--- src/design/bmsi_pkg.sv ---
// ----------------------------------------------------------------------------
// bmsi_pkg
// Shared types, constants and the register index decode for the bank mapper.
// ----------------------------------------------------------------------------
package bmsi_pkg;

    // item kinds carried on the slave-side tuser
    typedef enum logic [1:0] {
        OP_WRITE    = 2'd0,
        OP_TICK     = 2'd1,
        OP_CPU_READ = 2'd2,
        OP_PPU_READ = 2'd3
    } op_t;

    // configuration register indexes
    localparam logic [1:0] CFG_VARIANT   = 2'd0;
    localparam logic [1:0] CFG_PRG_COUNT = 2'd1;
    localparam logic [1:0] CFG_CHR_COUNT = 2'd2;

    // write regions (address bits 15:12)
    localparam logic [3:0] REG_PRG_FIRST  = 4'h8;
    localparam logic [3:0] REG_MIRROR     = 4'h9;
    localparam logic [3:0] REG_PRG_SECOND = 4'hA;
    localparam logic [3:0] REG_CHR_B      = 4'hB;
    localparam logic [3:0] REG_CHR_C      = 4'hC;
    localparam logic [3:0] REG_CHR_D      = 4'hD;
    localparam logic [3:0] REG_CHR_E      = 4'hE;
    localparam logic [3:0] REG_IRQ        = 4'hF;

    // register index within the irq region
    localparam logic [1:0] IRQ_RELOAD_LO = 2'd0;
    localparam logic [1:0] IRQ_RELOAD_HI = 2'd1;
    localparam logic [1:0] IRQ_CONTROL   = 2'd2;
    localparam logic [1:0] IRQ_ACK       = 2'd3;

    localparam int CHR_SLOTS = 8;

    // prescaler: adds 3 per cpu cycle, wraps once it reaches 338
    localparam logic [8:0] PRESCALE_WRAP = 9'd338;
    localparam logic [8:0] PRESCALE_STEP = 9'd3;
    localparam logic [7:0] COUNTER_MAX   = 8'hFF;

    // reset values of the configuration registers
    localparam logic [2:0] VARIANT_RESET   = 3'd0;
    localparam logic [5:0] PRG_COUNT_RESET = 6'd32;
    localparam logic [9:0] CHR_COUNT_RESET = 10'd512;

    // one decoded item as seen by the state units
    typedef struct packed {
        logic        go;      // item moves to the result stage this cycle
        op_t         op;
        logic [15:0] addr;
        logic [7:0]  data;
        logic [1:0]  idx;     // register index from the board wiring
    } cmd_t;

    // register index from the address lines that the board wiring selects
    function automatic logic [1:0] reg_index(input logic [2:0]  variant,
                                             input logic [15:0] addr);
        logic [1:0] i;
        case (variant)
            3'd1:    i = {addr[0], addr[1]};
            3'd2:    i = {addr[7], addr[6]};
            3'd3:    i = {addr[2], addr[3]};
            3'd4:    i = {addr[3], addr[2]};
            3'd5:    i = {addr[1], addr[0]};
            3'd6:    i = {addr[11], addr[10]};
            default: i = {addr[2], addr[1]};
        endcase
        return i;
    endfunction

endpackage

--- src/design/bmsi_banks.sv ---
// ----------------------------------------------------------------------------
// bmsi_banks
// PRG and CHR bank registers, mirroring, and the bank lookup for one item.
// ----------------------------------------------------------------------------
module bmsi_banks (
    input  logic                 clk,
    input  logic                 rst_n,
    input  bmsi_pkg::cmd_t       cmd,
    input  logic [5:0]           prg_count,
    input  logic [9:0]           chr_count,
    output logic [8:0]           bank,
    output logic [1:0]           mirror_next
);
    import bmsi_pkg::*;

    logic [4:0] prg_first_reg,  prg_first_next;
    logic [4:0] prg_second_reg, prg_second_next;
    logic       prg_swap_reg,   prg_swap_next;
    logic [1:0] mirror_reg;
    logic [8:0] chr_reg  [CHR_SLOTS];
    logic [8:0] chr_next [CHR_SLOTS];

    logic       wr;
    logic [2:0] slot;
    logic [5:0] prg_mask;
    logic [5:0] prg_before_last;
    logic [5:0] prg_first_m;
    logic [5:0] prg_bank;
    logic [9:0] chr_mask;

    assign wr   = cmd.go && (cmd.op == OP_WRITE) && cmd.addr[15];
    // regions B..E hold two slots each, picked by index bit 1
    assign slot = {cmd.addr[13:12] + 2'd1, cmd.idx[1]};

    // register write decode
    always_comb
    begin
        prg_first_next  = prg_first_reg;
        prg_second_next = prg_second_reg;
        prg_swap_next   = prg_swap_reg;
        mirror_next     = mirror_reg;
        chr_next        = chr_reg;
        if (wr)
        begin
            case (cmd.addr[15:12])
                REG_PRG_FIRST:  prg_first_next  = cmd.data[4:0];
                REG_PRG_SECOND: prg_second_next = cmd.data[4:0];
                REG_MIRROR:
                begin
                    if (!cmd.idx[1])
                        mirror_next = cmd.data[1:0];
                    else
                        prg_swap_next = cmd.data[1];
                end
                REG_CHR_B, REG_CHR_C, REG_CHR_D, REG_CHR_E:
                begin
                    if (cmd.idx[0])
                        chr_next[slot] = {cmd.data[4:0], chr_reg[slot][3:0]};
                    else
                        chr_next[slot] = {chr_reg[slot][8:4], cmd.data[3:0]};
                end
                default: ;
            endcase
        end
    end

    // bank state
    always_ff @(posedge clk or negedge rst_n)
    begin
        if (!rst_n)
        begin
            prg_first_reg  <= 5'd0;
            prg_second_reg <= 5'd1;
            prg_swap_reg   <= 1'b0;
            mirror_reg     <= 2'd0;
            for (int i = 0; i < CHR_SLOTS; i++)
                chr_reg[i] <= 9'(i);
        end
        else
        begin
            prg_first_reg  <= prg_first_next;
            prg_second_reg <= prg_second_next;
            prg_swap_reg   <= prg_swap_next;
            mirror_reg     <= mirror_next;
            chr_reg        <= chr_next;
        end
    end

    // cpu lookup: two switchable and two fixed 8K slots
    assign prg_mask        = prg_count - 6'd1;
    assign prg_before_last = prg_count - 6'd2;
    assign prg_first_m     = {1'b0, prg_first_reg} & prg_mask;

    always_comb
    begin
        case (cmd.addr[14:13])
            2'd0:    prg_bank = prg_swap_reg ? prg_before_last : prg_first_m;
            2'd1:    prg_bank = {1'b0, prg_second_reg} & prg_mask;
            2'd2:    prg_bank = prg_swap_reg ? prg_first_m : prg_before_last;
            default: prg_bank = prg_mask;
        endcase
    end

    assign chr_mask = chr_count - 10'd1;

    // bank result, zero for writes, ticks and unmapped areas
    always_comb
    begin
        case (cmd.op)
            OP_CPU_READ: bank = cmd.addr[15] ? {3'd0, prg_bank} : 9'd0;
            OP_PPU_READ: bank = cmd.addr[13] ? 9'd0
                                : (chr_reg[cmd.addr[12:10]] & chr_mask[8:0]);
            default:     bank = 9'd0;
        endcase
    end

endmodule

--- src/design/bmsi_irq.sv ---
// ----------------------------------------------------------------------------
// bmsi_irq
// IRQ reload, prescaler and 8-bit counter with pending flag.
// ----------------------------------------------------------------------------
module bmsi_irq (
    input  logic                 clk,
    input  logic                 rst_n,
    input  bmsi_pkg::cmd_t       cmd,
    output logic                 pending_next
);
    import bmsi_pkg::*;

    logic [7:0] reload_reg,   reload_next;
    logic [7:0] counter_reg,  counter_next;
    logic [8:0] prescale_reg, prescale_next;
    logic       enable_reg,   enable_next;
    logic       cycle_reg,    cycle_next;
    logic       ack_en_reg,   ack_en_next;
    logic       pending_reg;

    logic       wr;
    logic       tick;

    assign wr   = cmd.go && (cmd.op == OP_WRITE) && (cmd.addr[15:12] == REG_IRQ);
    assign tick = cmd.go && (cmd.op == OP_TICK) && enable_reg;

    // control writes and counting
    always_comb
    begin
        reload_next   = reload_reg;
        counter_next  = counter_reg;
        prescale_next = prescale_reg;
        enable_next   = enable_reg;
        cycle_next    = cycle_reg;
        ack_en_next   = ack_en_reg;
        pending_next  = pending_reg;
        if (wr)
        begin
            case (cmd.idx)
                IRQ_RELOAD_LO: reload_next = {reload_reg[7:4], cmd.data[3:0]};
                IRQ_RELOAD_HI: reload_next = {cmd.data[3:0], reload_reg[3:0]};
                IRQ_CONTROL:
                begin
                    ack_en_next  = cmd.data[0];
                    enable_next  = cmd.data[1];
                    cycle_next   = cmd.data[2];
                    pending_next = 1'b0;
                    if (cmd.data[1])
                    begin
                        prescale_next = 9'd0;
                        counter_next  = reload_reg;
                    end
                end
                default:
                begin
                    enable_next  = ack_en_reg;
                    pending_next = 1'b0;
                end
            endcase
        end
        else if (tick)
        begin
            if (!cycle_reg && (prescale_reg < PRESCALE_WRAP))
                prescale_next = prescale_reg + PRESCALE_STEP;
            else
            begin
                if (!cycle_reg)
                    prescale_next = prescale_reg - PRESCALE_WRAP;
                if (counter_reg != COUNTER_MAX)
                    counter_next = counter_reg + 8'd1;
                else
                begin
                    counter_next = reload_reg;
                    pending_next = 1'b1;
                end
            end
        end
    end

    // irq state
    always_ff @(posedge clk or negedge rst_n)
    begin
        if (!rst_n)
        begin
            reload_reg   <= 8'd0;
            counter_reg  <= 8'd0;
            prescale_reg <= 9'd0;
            enable_reg   <= 1'b0;
            cycle_reg    <= 1'b0;
            ack_en_reg   <= 1'b0;
            pending_reg  <= 1'b0;
        end
        else
        begin
            reload_reg   <= reload_next;
            counter_reg  <= counter_next;
            prescale_reg <= prescale_next;
            enable_reg   <= enable_next;
            cycle_reg    <= cycle_next;
            ack_en_reg   <= ack_en_next;
            pending_reg  <= pending_next;
        end
    end

endmodule

--- src/design/bank_mapper_with_scanline_irq.sv ---
// ----------------------------------------------------------------------------
// bank_mapper_with_scanline_irq
// Cartridge bank mapper with CPU-cycle IRQ counter: register writes, ticks,
// CPU and PPU bank lookups, one result beat per input beat.
// ----------------------------------------------------------------------------
//  channel | direction | handshake          | payload
//  s       | in        | s_tvalid/s_tready  | tdata address, data; tuser opcode
//  m       | out       | m_tvalid/m_tready  | tdata bank, irq_line, mirroring
//  cfg     | in        | cfg_valid/cfg_ready| cfg_index, cfg_data
//
//  one beat accepted per cycle unless the result register stalls; m_tvalid
//  rises after input register, then decode and state update into result register
//  a stalled result register holds the input register, which holds s_tready low
//  rst_n clears all mapper state to power-on values; no clearing pass
//  cfg_ready is always high
// ----------------------------------------------------------------------------
module bank_mapper_with_scanline_irq (
    input  logic        clk,
    input  logic        rst_n,
    input  logic        s_tvalid,
    output logic        s_tready,
    input  logic [23:0] s_tdata,   // address[15:0], data[23:16]
    input  logic [1:0]  s_tuser,   // opcode[1:0]
    output logic        m_tvalid,
    input  logic        m_tready,
    output logic [15:0] m_tdata,   // bank[8:0], irq_line[9], mirroring[11:10], zero
    input  logic        cfg_valid,
    output logic        cfg_ready,
    input  logic [1:0]  cfg_index,
    input  logic [9:0]  cfg_data
);
    import bmsi_pkg::*;

    logic [2:0]  variant_reg;
    logic [5:0]  prg_count_reg;
    logic [9:0]  chr_count_reg;

    logic        in_valid_reg;
    op_t         op_reg;
    logic [15:0] addr_reg;
    logic [7:0]  data_reg;

    logic        out_valid_reg;
    logic [8:0]  bank_reg;
    logic        irq_reg;
    logic [1:0]  mirror_reg;

    logic        out_adv;
    logic        fire;
    cmd_t        cmd;
    logic [8:0]  bank;
    logic        pending_next;
    logic [1:0]  mirror_next;

    // configuration registers
    assign cfg_ready = 1'b1;

    always_ff @(posedge clk or negedge rst_n)
    begin
        if (!rst_n)
        begin
            variant_reg   <= VARIANT_RESET;
            prg_count_reg <= PRG_COUNT_RESET;
            chr_count_reg <= CHR_COUNT_RESET;
        end
        else if (cfg_valid)
        begin
            case (cfg_index)
                CFG_VARIANT:   variant_reg   <= cfg_data[2:0];
                CFG_PRG_COUNT: prg_count_reg <= cfg_data[5:0];
                CFG_CHR_COUNT: chr_count_reg <= cfg_data;
                default: ;
            endcase
        end
    end

    // pipeline flow
    assign out_adv  = !out_valid_reg || m_tready;
    assign fire     = in_valid_reg && out_adv;
    assign s_tready = !in_valid_reg || out_adv;

    // input register
    always_ff @(posedge clk or negedge rst_n)
    begin
        if (!rst_n)
            in_valid_reg <= 1'b0;
        else if (s_tready)
            in_valid_reg <= s_tvalid;
    end

    always_ff @(posedge clk)
    begin
        if (s_tvalid && s_tready)
        begin
            op_reg   <= op_t'(s_tuser);
            addr_reg <= s_tdata[15:0];
            data_reg <= s_tdata[23:16];
        end
    end

    // decoded item for the state units
    always_comb
    begin
        cmd.go   = fire;
        cmd.op   = op_reg;
        cmd.addr = addr_reg;
        cmd.data = data_reg;
        cmd.idx  = reg_index(variant_reg, addr_reg);
    end

    bmsi_banks u_banks (
        .clk         (clk),
        .rst_n       (rst_n),
        .cmd         (cmd),
        .prg_count   (prg_count_reg),
        .chr_count   (chr_count_reg),
        .bank        (bank),
        .mirror_next (mirror_next)
    );

    bmsi_irq u_irq (
        .clk          (clk),
        .rst_n        (rst_n),
        .cmd          (cmd),
        .pending_next (pending_next)
    );

    // result register
    always_ff @(posedge clk or negedge rst_n)
    begin
        if (!rst_n)
            out_valid_reg <= 1'b0;
        else if (out_adv)
            out_valid_reg <= in_valid_reg;
    end

    always_ff @(posedge clk)
    begin
        if (fire)
        begin
            bank_reg   <= bank;
            irq_reg    <= pending_next;
            mirror_reg <= mirror_next;
        end
    end

    assign m_tvalid = out_valid_reg;
    assign m_tdata  = {4'd0, mirror_reg, irq_reg, bank_reg};

endmodule
--- config.mk ---
export PLATFORM = sky130hd
export DESIGN_NAME = bank_mapper_with_scanline_irq
export DESIGN_NICKNAME = d
export VERILOG_FILES = /design/src/design/bmsi_pkg.sv /design/src/design/bmsi_banks.sv /design/src/design/bmsi_irq.sv /design/src/design/bank_mapper_with_scanline_irq.sv
export SDC_FILE = /design/constraint.sdc
export NUM_CORES = 1
export LEC_CHECK = 0
export ABC_AREA = 1
export BUFFER_PORTS_ARGS = -buffer_cell sky130_fd_sc_hd__buf_2
export CAP_MARGIN = 20
export CORE_MARGIN = 2
export CORE_UTILIZATION = 55
export CTS_CLUSTER_SIZE = 10
export DETAILED_ROUTE_END_ITERATION = 8
export PLACE_DENSITY = 0.73
export SYNTH_ARGS = -nofsm -noshare
export SYNTH_HDL_FRONTEND = slang
export SYNTH_HIERARCHICAL = 1
export SYNTH_SLANG_ARGS = --single-unit
--- constraint.sdc ---
create_clock -name clk -period 4.2 [get_ports clk]
set_input_delay 0.21 -clock clk [delete_from_list [all_inputs] [get_ports clk]]
set_output_delay 0.21 -clock clk [all_outputs]
set_load 0.1 [all_outputs]
; After elaboration in Yosys (flattened, before gate mapping)
; Cells that the tools add are included.
[op_classes]
add_sub_neg = 7
magnitude_cmp = 4
reduce_logical = 34
n_eq_ne = 28
n_mux = 40
n_bitwise = 8
[op_table]
columns = operator, count
row1 = $bwmux 72, 2
row2 = $mux 9, 12
row3 = $mux 72, 1
row4 = $bmux 9 s3, 2
row5 = $mux 8, 6
row6 = $eq 4x4->1 const B, 8
row7 = $demux 9 s3, 1
row8 = $mux 6, 3
row9 = $pmux 6 s3, 1
row10 = $pmux 9 s2, 1
row11 = $pmux 8 s2, 1
row12 = $reduce_and 2->1, 8
row13 = $and 5x6->6, 2
row14 = $pmux 2 s6, 1
row15 = $eq 2x2->1 const B, 5
row16 = $add 9x2->9 const B, 1
row17 = $and 9x9->9, 1
row18 = $eq 3x3->1 const B, 3
row19 = $logic_and 1x1->1, 9
row20 = $lt 9x9->1 const B, 1
row21 = $reduce_and 3->1, 3
row22 = $sub 9x1->9 const B, 1
row23 = $sub 9x9->9 const B, 1
row24 = $add 8x1->8 const B, 1
row25 = 24 further kinds, 46
[totals]
out_inout_bits = 19
wordCells = 152
inputBits = 43
ff_bits = 169

; Longest topological paths before layout
[depth]
word_depth = 9
mapped_depth = 15
mapped_depth_nobuf = 12

; Modules after synthesis
; The synthesis kept the hierarchy.
[by_module_without_submodules]
columns = module, instances, seq_area_each_um2, area_each_um2, cells_each
row1 = bmsi_banks, 1, 2143.3, 6716.4, 1015
row2 = bank_mapper_with_scanline_irq, 1, 1669.1, 2242.2, 172
row3 = bmsi_irq, 1, 725.7, 2100.8, 303

; Worst setup path before layout
; OpenSTA, ideal clock, no wires.
[synth_timing]
path_type = register to register
start = register out_valid_reg, in the netlist m_tvalid
end = register addr_reg[0], enable pin
synth_period_minus_slack_ns = 2.991
setup_time_ns = 0.369
slack_ns = 1.209
t_required_ns = 3.831
stages_incl_launch_ff = 4
n_path_buf = 0
t_arrival_ns = 2.622
path_cell_list = dfrtp_1 -> nand3_1 -> nand2_1 -> inv_1
[synth_between]
elab_chain_len = 4
[synth_rtl]
columns = item, line_no
row1 = start: declaration, bank_mapper_with_scanline_irq.sv:43  ; logic out_valid_reg;
row2 = start signal: assignment, bank_mapper_with_scanline_irq.sv:134  ; out_valid_reg <= in_valid_reg;
row3 = $logic_not 1->1, bank_mapper_with_scanline_irq.sv:78  ; assign out_adv = !out_valid_reg || m_tready;
row4 = $logic_or 1x1->1, bank_mapper_with_scanline_irq.sv:78
row5 = $logic_or 1x1->1, bank_mapper_with_scanline_irq.sv:80  ; assign s_tready = !in_valid_reg || out_adv;
row6 = net s_tready, bank_mapper_with_scanline_irq.sv:21  ; output logic s_tready,
row7 = $logic_and 1x1->1, bank_mapper_with_scanline_irq.sv:93  ; if (s_tvalid && s_tready)
row8 = end signal: assignment, bank_mapper_with_scanline_irq.sv:96  ; addr_reg <= s_tdata[15:0];
row9 = end: declaration, bank_mapper_with_scanline_irq.sv:40  ; logic [15:0] addr_reg;
; The timed path passes the listed nets, and every way through them passes these cells.
; A chain may end at the register's enable or synchronous reset.

==> impl_results.md <==
* Via/cell ratio at 5.56
* Post-DP HPWL at 19700 um
* Nets at 1574
* Worst-path clk slew at 70 ps
* Worst endpoint data arrival time at 3260 ps
* Part of the cycle the worst path needs at 68.8%
* Via Count at 9965
* # clock sinks at 165
* TNS Setup at 0 ps
* Number of diodes at 0
* Layout area overhead at 9.75%
* GRT Residual Overflow at 0
* Root Driver: clkbuf_16
* Final std cells w/o fill at 1793
* Synthesis Warnings at 6
* Global-route wire length before repair at 46800 um
* Endpoints failing setup at 0
* Clock Path Buffers at 2
* Routed WL at 29200 um
* Status: finished, final reports clean
* Pwr dens at 426 nW/um^2
* CTS tree: built
* IO buf count at 48
* GR met2 Demand/Resource at 48.7%
* Largest register FFs at 72
* Hold Crit Class: input pin to flop
* Total power at 5.06 mW
* Pins Over Slew Limit at 0
* Worst skew pair latency at 450 ps
* Final hold vios at 0
* Relative slew slack at 32.4%
* Peak VDD IR at 0.000332 V
* Mapped Cells at 1479
* Max Clk Rate at 346 MHz
* Placed cells at 1740
* Initial core utilization at 55.7%
* Critical Path RT at 4570 ps
* Final setup skew at 10.3 ps
* Min cycle time layout at 2890 ps
* Most Used Layer, Global Route: met2
* Num rows at 51
* Routed length per instance at 16.3 um
* Antenna Nets Post-Route at 0
* Post-route core utilization at 61.2%
* DRT Pass-1 Iters at 5
* Layout cells sized above 1 at 14.7%
* Max-cap viol count at 0
* Largest net degree at the start of global routing at 105
* CP startpoint kind: flop
* CP Capture Type: flop
* Unrepaired setup endpoints after global routing: false
* CTS Buf Count at 17
* GRT Util Overall at 29.0%
* Placer Congestion at 0.864
* I/O pins at 62
* DRC at 0
* Worst-Margin Slew at 1010 ps
* Cell area after synthesis at 10800 sq um
* H-Tree Depth at 4
* Antenna violations before repair at 0
* Area of the die at 20800 sq um
* Crit Path Class: flop to flop
* Vias in the first global route at 9014
* Hold_ws at 12.6 ps
* Number of DRC markers in iteration 0 at 843
* Core footprint at 19400 sq um
* Synthesized area per cell at 7.31 sq um
* Met1 Usage GRT at 39.0%
* Leak at 5.64 nW
* Worst Path Max Fanout at 23
* Die Width at 144 um
* Die Span Y at 144 um
* Met3 global-route usage at 4.83%
==> repair_timing <==
action	in CTS	in global routing
setup buffers	0	0
resized for setup	0	0
hold buffers	21	0
hold endpoints to repair	111	0
==> routing by layer <==
metal  wire, um  up-vias
li1           -     4900
met1      12800     4674
met2      14200      353
met3       1740       38
met4        525        0
met5          0        -
==> final cells by class <==
cell class	count	area, sq um
timing repair buffer	79	532
clock buffer	19	433
multi-input combinational	1094	5520
sequential	165	4300
inverter	158	631
fill	1807	7530
tap	265	332
clock inverter	13	118
==> stage by stage <==
step	setup WS (ps)	instance area, sq um
floorplan	1320	10800
finish	1310	11900
global route	1120	11900
CTS	1420	11900
detailed placement	1450	11100
global placement	1500	11100
==> worst max-delay path, stage by stage (launching register included) <==
cell and delay [ps]:
dfrtp_1 560, inv_1 170, nand4_1 110, nand2_1 70, nor2_1 130, nand3_2 120, inv_2 390, nand2_1 400
inv_1 200, nand4_4 220, clkinv_2 220, nor2_1 60, a21oi_1 130
==> path summary, 6_finish.rpt <==
kind | from | end | slack (ps) | cells past startpoint
setup / recovery | variant_reg[1]$_DFFE_PN0P_ | u_banks/chr_reg[29]$_DFFE_PN1P_ | 1310 | 12
hold / removal | m_tready | m_tvalid$_DFFE_PN0P_ | 10 | 4
setup reg to reg | variant_reg[1]$_DFFE_PN0P_ | u_banks/chr_reg[29]$_DFFE_PN1P_ | 1310 | 12
hold reg to reg | in_valid_reg$_DFFE_PN0N_ | m_tvalid$_DFFE_PN0P_ | 480 | 2
max in group asynchronous | rst_n | prg_count_reg[5]$_DFFE_PN1P_ | 2620 | 3
min in group asynchronous | rst_n | m_tvalid$_DFFE_PN0P_ | 450 | 2
==> where the power goes <==
group	internal [mW]	switching, mW
logic	0.419	1.11
registers	1.88	0.171
clock network	0.776	0.710
total	3.07	1.99
==> cells in the final DEF, fill, tap and decap left out, types with 8 or more instances in the layout <==
cell             n
clkbuf_16       17
o21ai_1         13
nor3_1          65
xor2_1           8
dfrtp_1        120
buf_4           10
a21oi_1         41
nand4_1         11
dlygate4sd3_1   21
nand2_2          8
nor2_1         178
edfxtp_1        31
a21oi_2         49
buf_2           47
clkinv_4         9
nand2_1        365
ha_1            16
o21ai_0         66
inv_1          133
dfstp_2         14
nand4_4          9
nand3_1        213
inv_2           10
No activity file was read; power rests on OpenSTA's default activity.
